--- src/hw/rtl/assert_macros.svh ---
// Assertion macros used by the top-level RTL module of the factor product expander.
// Each macro expects signals named i_clk and i_rst_n in the including module.
`ifndef ASSERT_MACROS_SVH
`define ASSERT_MACROS_SVH

// Same-cycle implication, checked while out of reset.
`define ASSERT_IMPL(label, ante, cons) \
    label: assert property (@(posedge i_clk) disable iff (!i_rst_n) (ante) |-> (cons)) \
        else $error("assertion failed: same-cycle implication");

// Next-cycle implication, checked while out of reset.
`define ASSERT_NEXT(label, ante, cons) \
    label: assert property (@(posedge i_clk) disable iff (!i_rst_n) (ante) |=> (cons)) \
        else $error("assertion failed: next-cycle implication");

`endif

--- src/hw/rtl/lfpe_pkg.sv ---
// Package for the linear factor product expander.
// Holds the fixed field widths and the control bundle that drives the coefficient cells.
`timescale 1ns / 1ps

package lfpe_pkg;

    // Width of the a and b terms of one linear factor.
    localparam int FACTOR_WIDTH = 16;

    // Width of the power index on the result channel.
    localparam int POWER_WIDTH = 5;

    // Per-cycle commands broadcast to every coefficient cell.
    typedef struct packed {
        logic load;   // start a new product from the accepted factor
        logic mul;    // register both partial products
        logic add;    // sum the partial products into the coefficient
        logic shift;  // move coefficients one cell toward degree zero
    } t_cell_ctrl;

endpackage

--- src/hw/rtl/lfpe_cell.sv ---
// One coefficient cell of the expander chain: holds c[k] and updates it.
// Depends on lfpe_pkg for the factor width and the cell control bundle.
`timescale 1ns / 1ps

module lfpe_cell import lfpe_pkg::*; #(
    parameter int COEFF_WIDTH = 48
) (
    input  logic                           i_clk,
    input  t_cell_ctrl                     i_ctrl,
    input  logic signed [FACTOR_WIDTH-1:0] i_b,
    input  logic signed [FACTOR_WIDTH-1:0] i_a,
    input  logic signed [COEFF_WIDTH-1:0]  i_load_value,
    input  logic signed [COEFF_WIDTH-1:0]  i_prev_coeff,
    input  logic signed [COEFF_WIDTH-1:0]  i_next_coeff,
    output logic signed [COEFF_WIDTH-1:0]  o_coeff,
    output logic                           o_wrap
);

    localparam int PROD_W = COEFF_WIDTH + FACTOR_WIDTH;
    localparam int SUM_W  = PROD_W + 1;

    logic signed [COEFF_WIDTH-1:0] r_coeff;
    logic signed [PROD_W-1:0]      r_prod_own;
    logic signed [PROD_W-1:0]      r_prod_prev;
    logic signed [SUM_W-1:0]       w_sum;
    logic [SUM_W-COEFF_WIDTH:0]    w_upper;

    // Exact sum of c[k]*b and c[k-1]*a.
    assign w_sum   = SUM_W'(r_prod_own) + SUM_W'(r_prod_prev);
    assign w_upper = w_sum[SUM_W-1:COEFF_WIDTH-1];

    // The sum wrapped when its upper bits are not a plain sign extension.
    assign o_wrap  = i_ctrl.add && !((&w_upper) || (~|w_upper));
    assign o_coeff = r_coeff;

    // Partial products, registered before the add.
    always_ff @(posedge i_clk) begin
        if (i_ctrl.mul) begin
            r_prod_own  <= PROD_W'(r_coeff) * PROD_W'(i_b);
            r_prod_prev <= PROD_W'(i_prev_coeff) * PROD_W'(i_a);
        end
    end

    // Coefficient register: load, shift out toward degree zero, or accumulate.
    always_ff @(posedge i_clk) begin
        if (i_ctrl.load) begin
            r_coeff <= i_load_value;
        end else if (i_ctrl.shift) begin
            r_coeff <= i_next_coeff;
        end else if (i_ctrl.add) begin
            r_coeff <= w_sum[COEFF_WIDTH-1:0];
        end
    end

endmodule

--- config.mk ---
export PLATFORM = sky130hd
export DESIGN_NAME = lfpe_cell
export DESIGN_NICKNAME = d
export VERILOG_FILES = /design/src/hw/rtl/assert_macros.svh /design/src/hw/rtl/lfpe_pkg.sv /design/src/hw/rtl/lfpe_cell.sv
export SDC_FILE = /design/constraint.sdc
export NUM_CORES = 2
export LEC_CHECK = 0
export ABC_AREA = 1
export BUFFER_PORTS_ARGS = -buffer_cell sky130_fd_sc_hd__buf_2
export CORE_ASPECT_RATIO = 0.8
export CORE_MARGIN = 5
export CORE_UTILIZATION = 43
export CTS_CLUSTER_SIZE = 24
export DETAILED_ROUTE_END_ITERATION = 10
export PLACE_DENSITY = 0.67
export SYNTH_ARGS = -nofsm -noshare
export SYNTH_HDL_FRONTEND = slang
export SYNTH_SLANG_ARGS = --single-unit
--- constraint.sdc ---
create_clock -name i_clk -period 17.3 [get_ports i_clk]
set_input_delay 3.46 -clock i_clk [delete_from_list [all_inputs] [get_ports i_clk]]
set_output_delay 3.46 -clock i_clk [all_outputs]
set_load 0.01 [all_outputs]
==> Flow_metrics.wiki <==
{| class="wikitable"
! Metric !! Value
|-
| Starting utilization of the core area || 43.2%
|-
| Commonest register cell after synthesis || sky130_fd_sc_hd__edfxtp_1
|-
| Wire length of the first global-routing pass || 320,000 µm
|-
| Net Count, Synth || 10,601
|-
| Filler cell count || 15,221
|-
| Row count || 128
|-
| FF+latch count, synth || 176
|-
| Slowest cell on the critical path || sky130_fd_sc_hd__buf_2
|-
| Endpoint of the most critical setup path || r_prod_own[56]
|-
| Share of the cycle needed by the critical path after routing || 57.2%
|-
| Clock buffers created by TritonCTS || 17
|-
| Number of buffers between clock root and the deepest sink || 2
|-
| Detail Route Antenna Nets || 0
|-
| Post-route non-filler standard cell count || 10,598
|-
| R2R cell count || 21
|-
| Overall track demand over capacity in global routing || 25.3%
|-
| Peak clock frequency supported by timing || 0.101 GHz
|-
| Number of top-level pins || 230
|-
| Count of warnings emitted by yosys || 0
|-
| Vias in the first global route || 57,427
|-
| Start of the worst register-to-register path || o_coeff[40]
|-
| Clock transition at the registers of the reported paths || 0.08 ns
|-
| Reg-to-reg critical path endpoint || r_prod_own[56]
|-
| Instance count of the mapped netlist || 8,643
|-
| Violation count after the first detailed-routing iteration || 4,351
|-
| Number of placed cells counting well taps || 10,565
|-
| Worst min-delay path class || reg -> reg
|-
| Core Box Area || 152,000 µm²
|-
| Worst Tran Pin Value || 1.26 ns
|-
| HPWL reported at the end of detailed placement || 164,000 µm
|-
| Post-DR wirelength/cell || 18.9 µm
|-
| Time the worst path needs with I/O delays and setup || 9.90 ns
|-
| Share of post-route cells with drive strength above 1 || 4.21%
|-
| Setup Fix Bufs, Post-CTS || 0
|-
| Outcome || complete, no violations
|-
| Via/cell ratio || 5.02
|-
| Grt total ovfl || 0
|-
| Total via count in the routed design || 53,185
|-
| Critical path buffers and inverters || 6
|-
| Number of cells on the critical path || 22
|-
| Flop2flop setup slack || 10.19 ns
|-
| Die area || 161,000 µm²
|-
| Max Clock Skew || 0.0171 ns
|-
| Final Setup Violations || 0
|-
| Final Max Tran Viols || 0
|-
| CP dominant cell by count || sky130_fd_sc_hd__fa_1
|-
| Critical path data required time || 17.55 ns
|-
| Clk_lat worst skew || 0.50 ns
|-
| Most frequent cell after synthesis || sky130_fd_sc_hd__inv_1
|-
| Initial antenna violation count || 2
|-
| Number of flops mapped to enable cells by yosys || 176
|-
| DR DRC count || 0
|-
| CP delay by family, top || adder cells
|-
| Fraction of synthesis flops using an asynchronous set or reset pin || 0%
|-
| Ordered list of cells on the worst path || buf_2 > nand2_1 > fa_1 > inv_1 > fa_1 > inv_1 > fa_1 > inv_1 > fa_1 > fa_1 > inv_1 > fa_1 > inv_1 > ha_1 > a21o_1 > a31oi_1 > o21ai_0 > a21oi_1 > nand3_1 > a21o_1 > a21oi_1 > xor2_1
|-
| Wire length reported by the detailed router || 200,000 µm
|-
| Most area-hungry cell type in the Yosys netlist || sky130_fd_sc_hd__fa_1
|-
| Buffer cell driving the clock tree root || sky130_fd_sc_hd__clkbuf_16
|-
| Overall die height || 360 µm
|-
| Area of the mapped netlist || 65,700 µm²
|-
| Final estimated routing congestion in global placement || 0.960
|-
| Input/output buffers || 229
|-
| Area fraction of the dominant cell type after synthesis || 43.3%
|-
| Final hold violation count || 0
|-
| Worst setup path class || in -> reg
|-
| Startpoint type of the worst setup path || primary input
|-
| # resized after CTS || 0
|-
| CP Capture Type || flip-flop
|-
| Setup repair after global routing missed its margin || no
|-
| Die X || 447 µm
|-
| Slew Limit Headroom || 15.8%
|-
| Top post-synthesis cells by area || sky130_fd_sc_hd__fa_1 (43%), sky130_fd_sc_hd__inv_1 (15%), sky130_fd_sc_hd__nand2_1 (13%), sky130_fd_sc_hd__edfxtp_1 (8.0%), sky130_fd_sc_hd__ha_1 (6.8%)
|-
| First drt pass iteration count || 5
|-
| Crit path launch || i_b[4]
|-
| Maximum number of pins on one net before global-route repair || 77
|-
| CTS tree || built
|-
| Number of levels the H-tree was split into || 4
|-
| Crit-path max cell delay || 0.90 ns
|-
| Sequential fraction of the synthesis area || 8.04%
|-
| Number of distinct library cells after synthesis || 50
|-
| Critical Path Fanout Max || 48
|-
| Area grow syn2layout || 4.81%
|-
| Total negative setup slack || 0 ns
|-
| Syn avg cell area || 7.60 µm²
|-
| Leading post-synthesis cells by instance count || sky130_fd_sc_hd__inv_1 (2,672), sky130_fd_sc_hd__nand2_1 (2,308), sky130_fd_sc_hd__fa_1 (1,421)
|-
| Number of buffers inserted by hold repair at cts || 0
|-
| Final Net Count || 10,527
|-
| Max cap viols || 0
|-
| Data arrival, critical path || 10.15 ns
|-
| TritonCTS Sinks || 176
|}
-- layer usage --
layer	part of all wire [%]	track usage, %	wire length (µm)	vias up
met3	8.6	4.20	17200	295
met5	0.0095	0	19	-
met2	46	40.6	91000	2297
met1	43	36.1	86400	26364
li1	-	-	-	24227
met4	2.6	6.27	5100	2
-- area by class of cell --
cell class / count / area, µm² / area share (%)
Clock inverter: 15 / 133 / 0.193
Inverter: 2681 / 10100 / 14.6
Multi-Input combinational cell: 5427 / 49000 / 71.2
Tap cell: 2015 / 2520 / 3.66
Antenna cell: 1 / 2.50 / 0.00363
Sequential cell: 176 / 5290 / 7.67
Clock buffer: 17 / 425 / 0.618
Timing Repair Buffer: 266 / 1430 / 2.07
-- kinds of logic after synthesis --
family	after synthesis	share of synthesized area, %
XOR/XNOR	179	2.39
AND/OR/NAND/NOR	2919	17.4
AO/OA/AOI/OAI	552	4.70
adder cells (fa/ha/maj)	1777	50.1
buffers and inverters	3040	17.4
flip-flops	176	8.04
-- how the worst min path moves through the flow --
| stage | from | endpoint | slack, ns | cells after the start |
|---|---|---|---|---|
| floorplan | r_prod_prev[0] | o_coeff[0] | 0.68 | 3 |
| global placement | r_prod_prev[0] | o_coeff[0] | 0.74 | 3 |
| detailed placement | r_prod_own[0] | o_coeff[0] | 0.74 | 3 |
| CTS | r_prod_prev[0] | o_coeff[0] | 0.79 | 3 |
| global route | r_prod_own[0] | o_coeff[0] | 0.84 | 3 |
| finish | r_prod_prev[0] | o_coeff[0] | 0.76 | 3 |
-- tightest hold or removal path, stage by stage (launching register included) --
cell and delay [ns]:
sky130_fd_sc_hd__edfxtp_1 0.33, sky130_fd_sc_hd__ha_1 0.13, sky130_fd_sc_hd__nand2_1 0.06, sky130_fd_sc_hd__a21oi_1 0.14
-- state kept, by name, summed over array words and instances, names as in the netlist --
signal	cells
o_coeff	48
r_prod_own	64
r_prod_prev	64
-- metrics by stage --
| stage | worst slack, ns | area (µm²) | utilization [%] | hold slack (ns) |
|---|---|---|---|---|
| floorplan | 8.16 | 65700 | - | 0.685 |
| global placement | 6.90 | 68300 | 44.9 | 0.738 |
| detailed placement | 6.87 | 68300 | 44.9 | 0.743 |
| CTS | 7.39 | 68900 | 45.3 | 0.785 |
| global route | 7.15 | 68900 | 45.3 | 0.835 |
| finish | 7.40 | 68900 | 45.3 | 0.761 |
-- cell usage in the layout, fill, tap and decap left out, drive strengths merged, types with 2 or more instances in the layout --
cell type / n
o21a: 16
o211ai: 9
o2111ai: 2
o31ai: 2
inv: 2687
o21bai: 20
o21ai: 191
a21o: 21
and2: 6
nand4: 24
xnor2: 66
nand3b: 7
nor4: 12
a221oi: 3
and3: 9
a31oi: 41
or2: 13
buf: 266
o221ai: 2
nor3: 32
a21boi: 7
clkinv: 7
xor2: 113
edfxtp: 176
a211oi: 3
a21oi: 232
nor2: 408
clkbuf: 17
nand3: 88
ha: 356
fa: 1421
nand2: 2318
Power is not shown: default switching activity piles up to over one toggle a cycle in this logic, so the estimate is an artifact.
